<file path="config.mk">
export PLATFORM = sky130hd
export DESIGN_NAME = spi_master_byte_transfer_flat
export DESIGN_NICKNAME = d
export VERILOG_FILES = /design/src/rtl/spi_mbt_pkg.sv /design/src/rtl/spi_mbt_if.sv /design/src/rtl/spi_mbt_engine.sv /design/src/rtl/spi_mbt_out_reg.sv /design/src/rtl/spi_master_byte_transfer.sv /design/src/flat_wrapper.sv
export SDC_FILE = /design/constraint.sdc
export NUM_CORES = 1
export LEC_CHECK = 0
export BUFFER_PORTS_ARGS = -buffer_cell sky130_fd_sc_hd__buf_2
export CORE_MARGIN = 2
export CORE_UTILIZATION = 35
export CTS_BUF_LIST = sky130_fd_sc_hd__clkbuf_16
export DETAILED_ROUTE_END_ITERATION = 10
export PLACE_DENSITY_LB_ADDON = 0.3
export SYNTH_ARGS = -nofsm -noshare
export SYNTH_HDL_FRONTEND = slang
export SYNTH_SLANG_ARGS = --single-unit
</file>
<file path="constraint.sdc">
create_clock -name clk -period 8.8 [get_ports clk]
set_clock_uncertainty 0.2 [all_clocks]
set_input_delay 1.76 -clock clk [delete_from_list [all_inputs] [get_ports clk]]
set_output_delay 1.76 -clock clk [all_outputs]
set_load 0.005 [all_outputs]
</file>
<file path="src/rtl/spi_mbt_pkg.sv">
// package for the spi master byte transfer block
// types, constants and helper functions used by all rtl files but the checker; no dependencies
`default_nettype none

package spi_mbt_pkg;

  localparam int WORD_BITS  = 8;
  localparam int IDX_W      = $clog2(WORD_BITS);
  localparam int CFG_DATA_W = 8;
  localparam int CFG_IDX_W  = 2;

  // configuration register indexes
  localparam logic [CFG_IDX_W-1:0] CFG_SPI_MODE    = 2'd0;
  localparam logic [CFG_IDX_W-1:0] CFG_LSB_FIRST   = 2'd1;
  localparam logic [CFG_IDX_W-1:0] CFG_HALF_PERIOD = 2'd2;

  localparam logic [IDX_W-1:0] LAST_BIT = IDX_W'(WORD_BITS - 1);

  typedef enum logic [1:0] {
    PH_IDLE   = 2'd0,
    PH_SETUP  = 2'd1,
    PH_SAMPLE = 2'd2
  } phase_t;

  typedef struct packed {
    logic [1:0] spi_mode;
    logic       low_bit_first;
    logic [7:0] half_period_ticks;
  } cfg_t;

  // idle clock update that goes with a configuration write
  typedef struct packed {
    logic we;
    logic cpol;
  } cfg_upd_t;

  typedef struct packed {
    logic                 sck;
    logic                 mosi;
    logic                 busy_res;
    logic [WORD_BITS-1:0] rx_byte;
    logic                 done_res;
  } result_t;

  // shift register position of bit number idx
  function automatic logic [IDX_W-1:0] bit_pos(input logic [IDX_W-1:0] idx,
                                               input logic lsb);
    return lsb ? idx : (LAST_BIT - idx);
  endfunction

endpackage

`default_nettype wire

</file>
<file path="src/rtl/spi_mbt_if.sv">
// item channels of the spi master byte transfer block
// valid/ready handshake with payload fields; uses spi_mbt_pkg
`default_nettype none

interface spi_mbt_in_if;
  logic                              valid;
  logic                              ready;
  logic                              start_req;
  logic [spi_mbt_pkg::WORD_BITS-1:0] tx_byte;
  logic                              miso;

  modport source (output valid, start_req, tx_byte, miso, input ready);
  modport sink   (input valid, start_req, tx_byte, miso, output ready);
endinterface

interface spi_mbt_out_if;
  logic                              valid;
  logic                              ready;
  logic                              sck;
  logic                              mosi;
  logic                              busy_res;
  logic [spi_mbt_pkg::WORD_BITS-1:0] rx_byte;
  logic                              done_res;

  modport source (output valid, sck, mosi, busy_res, rx_byte, done_res, input ready);
  modport sink   (input valid, sck, mosi, busy_res, rx_byte, done_res, output ready);
endinterface

`default_nettype wire

</file>
<file path="src/rtl/spi_mbt_engine.sv">
// serial engine: bit sequencer state and the next-state / result logic
// uses spi_mbt_pkg
`default_nettype none

module spi_mbt_engine (
  input  wire logic                              clk,
  input  wire logic                              rst,
  input  wire logic                              step,
  input  wire logic                              start_req,
  input  wire logic [spi_mbt_pkg::WORD_BITS-1:0] tx_byte,
  input  wire logic                              miso,
  input  wire spi_mbt_pkg::cfg_t                 cfg,
  input  wire spi_mbt_pkg::cfg_upd_t             cfg_upd,
  output spi_mbt_pkg::result_t                   res
);

  logic [spi_mbt_pkg::WORD_BITS-1:0] out_shift, out_shift_next;
  logic [spi_mbt_pkg::WORD_BITS-1:0] in_shift, in_shift_next;
  logic [spi_mbt_pkg::IDX_W-1:0]     bit_index, bit_index_next;
  spi_mbt_pkg::phase_t               bit_phase, bit_phase_next;
  logic [7:0]                        wait_count, wait_count_next;
  logic                              clock_level, clock_level_next;
  logic                              data_level, data_level_next;
  logic                              active, active_next;

  always_ff @(posedge clk) begin
    if (rst) begin
      out_shift   <= '0;
      in_shift    <= '0;
      bit_index   <= '0;
      bit_phase   <= spi_mbt_pkg::PH_IDLE;
      wait_count  <= '0;
      clock_level <= 1'b0;
      data_level  <= 1'b0;
      active      <= 1'b0;
    end else if (step) begin
      out_shift   <= out_shift_next;
      in_shift    <= in_shift_next;
      bit_index   <= bit_index_next;
      bit_phase   <= bit_phase_next;
      wait_count  <= wait_count_next;
      clock_level <= clock_level_next;
      data_level  <= data_level_next;
      active      <= active_next;
    end else if (cfg_upd.we && !active) begin
      clock_level <= cfg_upd.cpol;
    end
  end

  always_comb begin
    logic                              cpol;
    logic                              cpha;
    logic [spi_mbt_pkg::IDX_W-1:0]     pos;
    logic                              do_setup;
    logic [spi_mbt_pkg::WORD_BITS-1:0] setup_word;
    logic [spi_mbt_pkg::IDX_W-1:0]     setup_idx;

    cpol = cfg.spi_mode[1];
    cpha = cfg.spi_mode[0];
    pos  = spi_mbt_pkg::bit_pos(bit_index, cfg.low_bit_first);

    out_shift_next   = out_shift;
    in_shift_next    = in_shift;
    bit_index_next   = bit_index;
    bit_phase_next   = bit_phase;
    wait_count_next  = wait_count;
    clock_level_next = clock_level;
    data_level_next  = data_level;
    active_next      = active;
    do_setup         = 1'b0;
    setup_word       = out_shift;
    setup_idx        = bit_index;
    res.rx_byte      = '0;
    res.done_res     = 1'b0;

    if (!active || !(bit_phase == spi_mbt_pkg::PH_SETUP ||
                     bit_phase == spi_mbt_pkg::PH_SAMPLE)) begin
      active_next      = 1'b0;
      bit_phase_next   = spi_mbt_pkg::PH_IDLE;
      clock_level_next = cpol;
      if (start_req) begin
        out_shift_next = tx_byte;
        in_shift_next  = '0;
        bit_index_next = '0;
        active_next    = 1'b1;
        do_setup       = 1'b1;
        setup_word     = tx_byte;
        setup_idx      = '0;
      end
    end else if (wait_count != 8'd0) begin
      wait_count_next = wait_count - 8'd1;
    end else if (bit_phase == spi_mbt_pkg::PH_SETUP) begin
      in_shift_next[pos] = in_shift[pos] | miso;
      clock_level_next   = cpha ? cpol : !cpol;
      bit_phase_next     = spi_mbt_pkg::PH_SAMPLE;
      wait_count_next    = cfg.half_period_ticks;
    end else begin
      clock_level_next = cpol;
      if (bit_index == spi_mbt_pkg::LAST_BIT) begin
        res.done_res   = 1'b1;
        res.rx_byte    = in_shift;
        active_next    = 1'b0;
        bit_phase_next = spi_mbt_pkg::PH_IDLE;
        bit_index_next = '0;
      end else begin
        bit_index_next = bit_index + 1'b1;
        do_setup       = 1'b1;
        setup_idx      = bit_index + 1'b1;
      end
    end

    // setup step: drive the next data bit, first clock edge for cpha 1
    if (do_setup) begin
      data_level_next = setup_word[spi_mbt_pkg::bit_pos(setup_idx, cfg.low_bit_first)];
      if (cpha) begin
        clock_level_next = !cpol;
      end
      bit_phase_next  = spi_mbt_pkg::PH_SETUP;
      wait_count_next = cfg.half_period_ticks;
    end

    res.sck      = clock_level_next;
    res.mosi     = data_level_next;
    res.busy_res = active_next;
  end

endmodule

`default_nettype wire

</file>
<file path="src/rtl/spi_mbt_out_reg.sv">
// output register of the result channel, loaded on every accepted input item
// uses spi_mbt_pkg and spi_mbt_out_if
`default_nettype none

module spi_mbt_out_reg (
  input  wire logic                 clk,
  input  wire logic                 rst,
  input  wire logic                 load,
  input  wire spi_mbt_pkg::result_t res,
  output logic                      can_load,
  spi_mbt_out_if.source             out_ch
);

  logic                 valid;
  spi_mbt_pkg::result_t data;

  always_ff @(posedge clk) begin
    if (rst) begin
      valid <= 1'b0;
    end else if (load) begin
      valid <= 1'b1;
    end else if (out_ch.ready) begin
      valid <= 1'b0;
    end
  end

  always_ff @(posedge clk) begin
    if (load) begin
      data <= res;
    end
  end

  // room when empty or when the held item leaves this cycle
  assign can_load        = !valid || out_ch.ready;
  assign out_ch.valid    = valid;
  assign out_ch.sck      = data.sck;
  assign out_ch.mosi     = data.mosi;
  assign out_ch.busy_res = data.busy_res;
  assign out_ch.rx_byte  = data.rx_byte;
  assign out_ch.done_res = data.done_res;

endmodule

`default_nettype wire

</file>
<file path="src/rtl/spi_master_byte_transfer.sv">
// top level of the spi master byte transfer block: configuration registers,
// serial engine and result register; uses spi_mbt_pkg, spi_mbt_if, spi_mbt_engine,
// spi_mbt_out_reg
//
// usage
// - in_ch carries one item per serial tick: start_req, tx_byte and the miso level
// - out_ch returns one item per input item: sck, mosi, busy_res, rx_byte, done_res
// - the result of an accepted item is registered and valid in the cycle after it
//   is accepted
// - throughput is one item per cycle while out_ch takes results; the engine state
//   is updated in a single registered pass, so nothing limits the rate but the output register
// - when the receiver stalls, the result stays in the output register and
//   in_ch.ready drops until it is taken; no item is lost or repeated
// - configuration writes (cfg_we, cfg_index, cfg_data) take effect at the next
//   edge; a write while idle also moves the idle sck level to the new cpol
// - a write to an index beyond the register list changes no register
// - synchronous reset clears the configuration and engine registers: mode 0,
//   msb first, no wait ticks, idle engine; the result register is left empty
`default_nettype none

module spi_master_byte_transfer (
  input  wire logic                                clk,
  input  wire logic                                rst,
  spi_mbt_in_if.sink                               in_ch,
  spi_mbt_out_if.source                            out_ch,
  input  wire logic                                cfg_we,
  input  wire logic [spi_mbt_pkg::CFG_IDX_W-1:0]   cfg_index,
  input  wire logic [spi_mbt_pkg::CFG_DATA_W-1:0]  cfg_data
);

  spi_mbt_pkg::cfg_t     cfg;
  spi_mbt_pkg::cfg_upd_t cfg_upd;
  spi_mbt_pkg::result_t  res;
  logic                  can_load;
  logic                  step;

  // configuration registers
  always_ff @(posedge clk) begin
    if (rst) begin
      cfg <= '0;
    end else if (cfg_we) begin
      case (cfg_index)
        spi_mbt_pkg::CFG_SPI_MODE:    cfg.spi_mode          <= cfg_data[1:0];
        spi_mbt_pkg::CFG_LSB_FIRST:   cfg.low_bit_first     <= cfg_data[0];
        spi_mbt_pkg::CFG_HALF_PERIOD: cfg.half_period_ticks <= cfg_data[7:0];
        default: ;
      endcase
    end
  end

  // idle sck follows the cpol that this write leaves behind
  always_comb begin
    cfg_upd.we   = cfg_we;
    cfg_upd.cpol = (cfg_index == spi_mbt_pkg::CFG_SPI_MODE) ? cfg_data[1]
                                                            : cfg.spi_mode[1];
  end

  // an item is taken whenever the result register has room
  assign in_ch.ready = can_load;
  assign step        = in_ch.valid && can_load;

  spi_mbt_engine u_engine (
    .clk       (clk),
    .rst       (rst),
    .step      (step),
    .start_req (in_ch.start_req),
    .tx_byte   (in_ch.tx_byte),
    .miso      (in_ch.miso),
    .cfg       (cfg),
    .cfg_upd   (cfg_upd),
    .res       (res)
  );

  spi_mbt_out_reg u_out_reg (
    .clk      (clk),
    .rst      (rst),
    .load     (step),
    .res      (res),
    .can_load (can_load),
    .out_ch   (out_ch)
  );

endmodule

`default_nettype wire

</file>
<file path="src/flat_wrapper.sv">
// flat-port wrapper written by rule: the top's interface ports become plain ports
module spi_master_byte_transfer_flat 
  (clk, rst, cfg_we, cfg_index, cfg_data, in_ch_valid, in_ch_start_req, in_ch_tx_byte, in_ch_miso, in_ch_ready, out_ch_valid, out_ch_sck, out_ch_mosi, out_ch_busy_res, out_ch_rx_byte, out_ch_done_res, out_ch_ready);
  spi_mbt_in_if in_ch_i ();
  spi_mbt_out_if out_ch_i ();
  input  wire logic clk;
  input  wire logic rst;
  input  wire logic cfg_we;
  input  wire logic [spi_mbt_pkg::CFG_IDX_W-1:0] cfg_index;
  input  wire logic [spi_mbt_pkg::CFG_DATA_W-1:0] cfg_data;
  input wire logic [$bits(in_ch_i.valid)-1:0] in_ch_valid;
  input wire logic [$bits(in_ch_i.start_req)-1:0] in_ch_start_req;
  input wire logic [$bits(in_ch_i.tx_byte)-1:0] in_ch_tx_byte;
  input wire logic [$bits(in_ch_i.miso)-1:0] in_ch_miso;
  output wire logic [$bits(in_ch_i.ready)-1:0] in_ch_ready;
  output wire logic [$bits(out_ch_i.valid)-1:0] out_ch_valid;
  output wire logic [$bits(out_ch_i.sck)-1:0] out_ch_sck;
  output wire logic [$bits(out_ch_i.mosi)-1:0] out_ch_mosi;
  output wire logic [$bits(out_ch_i.busy_res)-1:0] out_ch_busy_res;
  output wire logic [$bits(out_ch_i.rx_byte)-1:0] out_ch_rx_byte;
  output wire logic [$bits(out_ch_i.done_res)-1:0] out_ch_done_res;
  input wire logic [$bits(out_ch_i.ready)-1:0] out_ch_ready;
  assign in_ch_i.valid = in_ch_valid;
  assign in_ch_i.start_req = in_ch_start_req;
  assign in_ch_i.tx_byte = in_ch_tx_byte;
  assign in_ch_i.miso = in_ch_miso;
  assign in_ch_ready = in_ch_i.ready;
  assign out_ch_valid = out_ch_i.valid;
  assign out_ch_sck = out_ch_i.sck;
  assign out_ch_mosi = out_ch_i.mosi;
  assign out_ch_busy_res = out_ch_i.busy_res;
  assign out_ch_rx_byte = out_ch_i.rx_byte;
  assign out_ch_done_res = out_ch_i.done_res;
  assign out_ch_i.ready = out_ch_ready;
  spi_master_byte_transfer u_core (.clk(clk), .rst(rst), .in_ch(in_ch_i), .out_ch(out_ch_i), .cfg_we(cfg_we), .cfg_index(cfg_index), .cfg_data(cfg_data));
endmodule
</file>
==> results of run 1 <==
[Yosys cell counts, types with 2 or more instances]
| master | n |
|---|---|
| nor2_1 | 45 |
| inv_1 | 11 |
| dfxtp_1 | 44 |
| nand2_1 | 57 |
| nor3_1 | 6 |
| a22oi_1 | 2 |
| nand3_1 | 5 |
| and2_1 | 8 |
| nor4_1 | 2 |
| a21oi_1 | 40 |
| clkbuf_1 | 7 |
| a31oi_1 | 4 |
| xor2_1 | 4 |
| xnor2_1 | 4 |
| edfxtp_1 | 12 |
| ha_1 | 6 |
| nand2b_1 | 4 |
| and4_2 | 3 |
| o21ai_0 | 22 |
| or3_1 | 2 |
| a32oi_1 | 2 |
| o22ai_1 | 2 |
| nand3b_1 | 3 |
| a211oi_1 | 2 |
| mux2i_1 | 15 |
| o211ai_1 | 2 |
| buf_2 | 2 |
| o31ai_1 | 2 |
[final cells by class]
class | instances | area, µm²
clock buffers | 5 | 125
clock inverters | 3 | 18.8
fillers | 834 | 4810
inverters | 12 | 45.0
multi-input cells | 266 | 1570
flip-flops and latches | 56 | 1240
well taps | 105 | 131
repair buffers | 38 | 190
[worst max-delay path: stages]
cell      delay [ps]
buf_2             90
nand2b_1         150
buf_2            130
[per-stage QoR]
step / worst slack [ps] / hold WS [ps] / instances / area [µm²] / utilization (%)
after detailed placement: 4670 / 246 / 477 / 3180 / 39.1
after global routing: 4680 / 290 / 485 / 3320 / 40.8
after global placement: 4700 / 246 / 477 / 3180 / 39.1
after CTS: 4700 / 260 / 485 / 3320 / 40.8
after floorplan: 4920 / 233 / 347 / 2920 / -
final: 4700 / 258 / 485 / 3320 / 40.8
[final timing paths]
| check | start | to | cells past startpoint |
|---|---|---|---|
| worst max-delay path | out_ch_ready | in_ch_ready | 3 |
| worst min register to register | u_core.u_engine.bit_phase[1] | u_core.u_engine.bit_phase[1] | 2 |
| worst min-delay path | u_core.u_engine.bit_phase[1] | u_core.u_engine.bit_phase[1] | 2 |
| worst max register to register | u_core.u_engine.bit_index[0] | u_core.u_out_reg.out_ch.mosi | 10 |
[power groups by stage]
stage                     clock network (mW)  logic [mW]  registers (mW)
after detailed placement                   0      0.0768           0.285
after global routing                   0.213      0.0866           0.280
after floorplan                            0      0.0554           0.283
after CTS                              0.203      0.0771           0.279
final                                  0.198      0.0769           0.279
after global placement                     0      0.0756           0.285
[kinds of logic after synthesis]
logic type	count (synthesis)	synth area share (%)
buf+inv	25	3.73
mux	17	6.30
flops	56	42.5
simple gates	148	24.6
xor+xnor	8	2.40
fa+ha+maj	6	2.57
compound gates	87	17.8
[registers in the layout, indices dropped and copies added, names as in the netlist]
| signal | count |
|---|---|
| u_core.u_out_reg.out_ch.busy_res | 1 |
| u_core.u_out_reg.out_ch.rx_byte | 8 |
| u_core.u_engine.in_shift | 8 |
| u_core.u_out_reg.out_ch.valid | 1 |
| u_core.cfg | 11 |
| u_core.u_engine.bit_index | 3 |
| u_core.u_engine.active | 1 |
| u_core.u_engine.wait_count | 8 |
| u_core.u_engine.data_level | 1 |
| u_core.u_engine.out_shift | 8 |
| u_core.u_engine.bit_phase | 2 |
| u_core.u_out_reg.out_ch.mosi | 1 |
| u_core.u_out_reg.out_ch.sck | 1 |
| u_core.u_engine.clock_level | 1 |
| u_core.u_out_reg.out_ch.done_res | 1 |
[layer usage]
| metal | track usage [%] | vias up | wire length [µm] |
|---|---|---|---|
| met5 | 0 | - | 0 |
| met4 | 5.92 | 0 | 143 |
| met3 | 2.85 | 12 | 273 |
| met2 | 24.4 | 54 | 2960 |
| met1 | 20.0 | 1138 | 3100 |
| li1 | - | 1283 | - |
==> results.yml, run 1 <==
die:
  ios: 39
  fp.dieH_um: 95.3
  core_mm2: 0.00813
  dieWidth_um: 95.3
  start_util_pct: 35.9
  die_area_mm2: 0.00909
  placementRows: 33
layout:
  final_common_cell: "nand2_1"
  antennaDiodeCount: 0
  finalNetCount: 410
  drive_gt1_share_pct: 16.1
  layout_common_cells: "57 x nand2_1, 45 x nor2_1, 44 x dfxtp_1"
  area_delta_synth_final_pct: 13.8
synthesis:
  synth_edf_count: 12
  synth_top_area_share_pct: 30.2
  synth_largest_area_cell: "dfxtp_1"
  synth_warnings: 0
  ys_ff_latch: 56
  synth_cells: 347
  synthFlopType: "dfxtp_1"
  ys_seq_area_share_pct: 42.5
  synth.avg_cell_area_um2: 8.41
  netlist_top_cells_area: "dfxtp_1 30%, edfxtp_1 12%, nand2_1 7.3%"
  syn-cell-area_mm2: 0.00292
  async_flop_share_pct: 0
  synth.distinct_cells: 57
  syn_nets: 378
worst_setup_path:
  worstPathRequired_ps: 6840
  crit_path_start_kind: "primary input"
  cp.arrival_ps: 2140
  cp_max_fo: 3
  crit_type: "primary input to output port"
  ff2ff_setup_slack_ps: 5570
  critical_path.endpoint_type: "output port"
detailed_routing:
  drc: 0
  wl_per_cell_um: 13.4
  ant_nets: 0
  firstDrtPassIters: 4
  num_vias: 2487
  first_iter_violations: 121
  vias_per_cell: 5.13
  routed_wl_um: 6480
grt:
  grt_pass1_wl_um: 10800
  grt_max_degree: 38
  grt_pass1_vias: 2329
  overflow: 0
  grt_antenna_before_repair: 0
  gr-usage-all-layers_pct: 15.1
clock_tree:
  ctsHoldBuffers: 0
  clock_sinks: 56
  htreeDepth: 2
  cts_resized: 0
  cts_tree: "built"
  root_buffer: "clkbuf_16"
  postCtsSetupBuffers: 0
  cts_buffer_depth: 2
  clk_pin_slew_ps: 70
  insertion_delay_ps: 300
  numCtsBuffers: 5
power:
  power.total_mw: 0.554
  internal_power_mw: 0.406
  clockPowerShare_pct: 35.7
  p_seq_share_pct: 50.4
  power_density_mw_per_mm2: 167
  vdd_drop_max_uv: 82.0
  leakage_nw: 1.27
  netSwitchingFraction_pct: 26.7
  comb_power_share_pct: 13.9
  power_switching_mw: 0.148
place:
  gp_congestion: 0.808
  place.port_buffers: 38
  dp_hpwl_um: 4720
timing:
  hold_viol_final: 0
  setup_viol: 0
  fin_setup_tns_ps: 0
  rsz0062_at_grt: "false"
  fin_crit_ps: 4100
  slew_headroom_pct: 28.7
  tightest_slew_ps: 1060
  fmax_mhz: 244
  drv_slew: 0
  finalCritPeriodShare_pct: 46.6
job:
  cap_violations: 0
worst_hold_path:
  hp-class: "flip-flop to flip-flop"
run_status:
  status: "finished, final reports clean"
Power figures use the tool's default switching activity.
==> run 2: changes to the inputs <==
clock period = 3.47 ns   (was 8.8 ns; I/O delays follow)
==> run 2 against run 1 <==
Final area grew 1.4%. Hold slack gained 2.5 ps. Setup slack lost 4400 ps. Sequential share of layout area shrank 0.51 points. Critical path depth grew 7. Non-clock buffer count grew 5. First-iteration DRC count shrank 6.6%. Clock power grew to 2.6 times the previous value. Utilization grew 0.57 points. Critical path type is now flip-flop to flip-flop. Largest power group unchanged.
==> results.yml, run 2 (synthesis gave the netlist of run 1 again) <==
layout:
  layout_common_cells: "57 x nand2_1, 45 x nor2_1, 44 x dfxtp_1"
  final_common_cell: "nand2_1"
  largest-register: "u_core.cfg"
  area_delta_synth_final_pct: 15.3
  largest_reg_flops: 11
  postLayoutCellArea_mm2: 0.00337
  antennaDiodeCount: 0
  drive_gt1_share_pct: 17.4
  n_fill_cell: 828
  finalNetCount: 415
place:
  dp_hpwl_um: 4750
  place_area_mm2: 0.00321
  place_ws_ps: 315
  gp_congestion: 0.860
  place.port_buffers: 38
detailed_routing:
  firstDrtPassIters: 4
  met1Wirelength_um: 3080
  ant_nets: 0
  vias_per_cell: 5.12
  dr_wl_met2_um: 3090
  num_vias: 2510
  top_layer_used: "met4"
  drc: 0
  first_iter_violations: 113
  wl_met3_um: 225
  wl_per_cell_um: 13.2
  routed_wl_um: 6450
worst_setup_path:
  max_stage_delay_ps: 480
  crit_family: "simple AND/OR/NAND/NOR gates"
  cp_max_fo: 7
  crit_type: "flip-flop to flip-flop"
  worstPathRequired_ps: 3300
  path_cells: "ha_1 -> ha_1 -> inv_1 -> ha_1 -> and4_2 -> nor4_1 -> or2_4 -> mux2_2 -> o221ai_2 -> a31oi_1"
  crit_path_start_kind: "flip-flop"
  critPathMostFrequentCell: "ha_1"
  cp.arrival_ps: 3040
  critical_path.endpoint_type: "flip-flop"
  critical_path.slowest_cell: "dfxtp_1"
  crit_buf_inv: 1
power:
  netSwitchingFraction_pct: 26.8
  comb_power_share_pct: 14.0
  internal_power_mw: 1.04
  vdd_drop_max_uv: 210
  p_seq_share_pct: 49.7
  leakage_nw: 1.30
  clockPowerShare_pct: 36.3
  power_density_mw_per_mm2: 423
  power_switching_mw: 0.381
clock_tree:
  cts_tree: "built"
  htreeDepth: 2
  insertion_delay_ps: 290
  clk_pin_slew_ps: 80
  postCtsSetupBuffers: 0
  root_buffer: "clkbuf_16"
  numCtsBuffers: 5
  cts_resized: 0
  ctsHoldBuffers: 0
  cts_buffer_depth: 2
  clock_sinks: 56
timing:
  tightest_slew_ps: 747
  setup_viol: 0
  fin_setup_tns_ps: 0
  finalCritPeriodShare_pct: 92.4
  fmax_mhz: 312
  final.setup.worst_slack_ps: 265
  hold_viol_final: 0
  rsz0062_at_grt: "false"
  fin_crit_ps: 3210
  slew_headroom_pct: 50.1
  drv_slew: 0
die:
  dieWidth_um: 95.3
  core_mm2: 0.00813
  start_util_pct: 35.9
  die_area_mm2: 0.00909
  fp.dieH_um: 95.3
  placementRows: 33
  ios: 39
grt:
  grt_pass1_wl_um: 10900
  grt_pass1_vias: 2342
  grt_antenna_before_repair: 0
  gr-usage-all-layers_pct: 15.1
  overflow: 0
  grt_max_degree: 27
job:
  cap_violations: 0
worst_hold_path:
  hp-class: "flip-flop to flip-flop"
run_status:
  status: "finished, final reports clean"
==> run 2: cell types whose count changed in the layout (fill, tap and decap cells not counted), sizes merged <==
cell and change:
buf +5, clkinvlp -1, inv +1
==> run 2: power by group through the flow <==
stage          Sequential (mW)  Combinational [mW]  Clock (mW)
4_1_cts                  0.708               0.201       0.536
6_report                 0.708               0.200       0.517
3_5_place_dp             0.723               0.200           0
3_3_place_gp             0.722               0.198           0
5_1_grt                  0.711               0.226       0.563
2_1_floorplan            0.718               0.141           0
==> run 2: layout make-up <==
type / instances / area [µm²] / share of cell area, %
Multi-Input combinational cell: 266 / 1570 / 46.6
Tap cell: 105 / 131 / 3.90
Clock buffer: 5 / 125 / 3.72
Clock inverter: 3 / 27.5 / 0.818
Timing Repair Buffer: 43 / 228 / 6.76
Sequential cell: 56 / 1240 / 36.9
Inverter: 12 / 45.0 / 1.34
==> run 2: worst min-delay path, stage by stage (launching register included) <==
cell	delay, ps
dfxtp_1	310
nand2_1	50
a21oi_1	50
==> run 2: path summary, 6_finish.rpt <==
| path | from | depth (start not counted) | slack [ps] | end |
|---|---|---|---|---|
| worst max register to register | u_core.u_engine.bit_index[1] | 10 | 260 | u_core.u_out_reg.out_ch.mosi |
| worst min-delay path | u_core.u_engine.out_shift[0] | 2 | 260 | u_core.u_engine.out_shift[0] |
| worst min register to register | u_core.u_engine.out_shift[0] | 2 | 260 | u_core.u_engine.out_shift[0] |
| worst max-delay path | u_core.u_engine.bit_index[1] | 10 | 260 | u_core.u_out_reg.out_ch.mosi |
==> run 2: per-stage QoR <==
step,cells,hold slack [ps],power (mW),util [%]
finish,490,261,1.42,41.4
global route,490,284,1.50,41.4
CTS,490,265,1.44,41.4
detailed placement,482,254,0.923,39.5
global placement,482,245,0.920,39.5
floorplan,347,233,0.858,-
==> run 2: metal layers <==
metal	global-route usage (%)	vias up
li1	-	1297
met1	19.5	1161
met2	26.1	46
met3	2.69	6
met4	3.38	0
met5	0	-
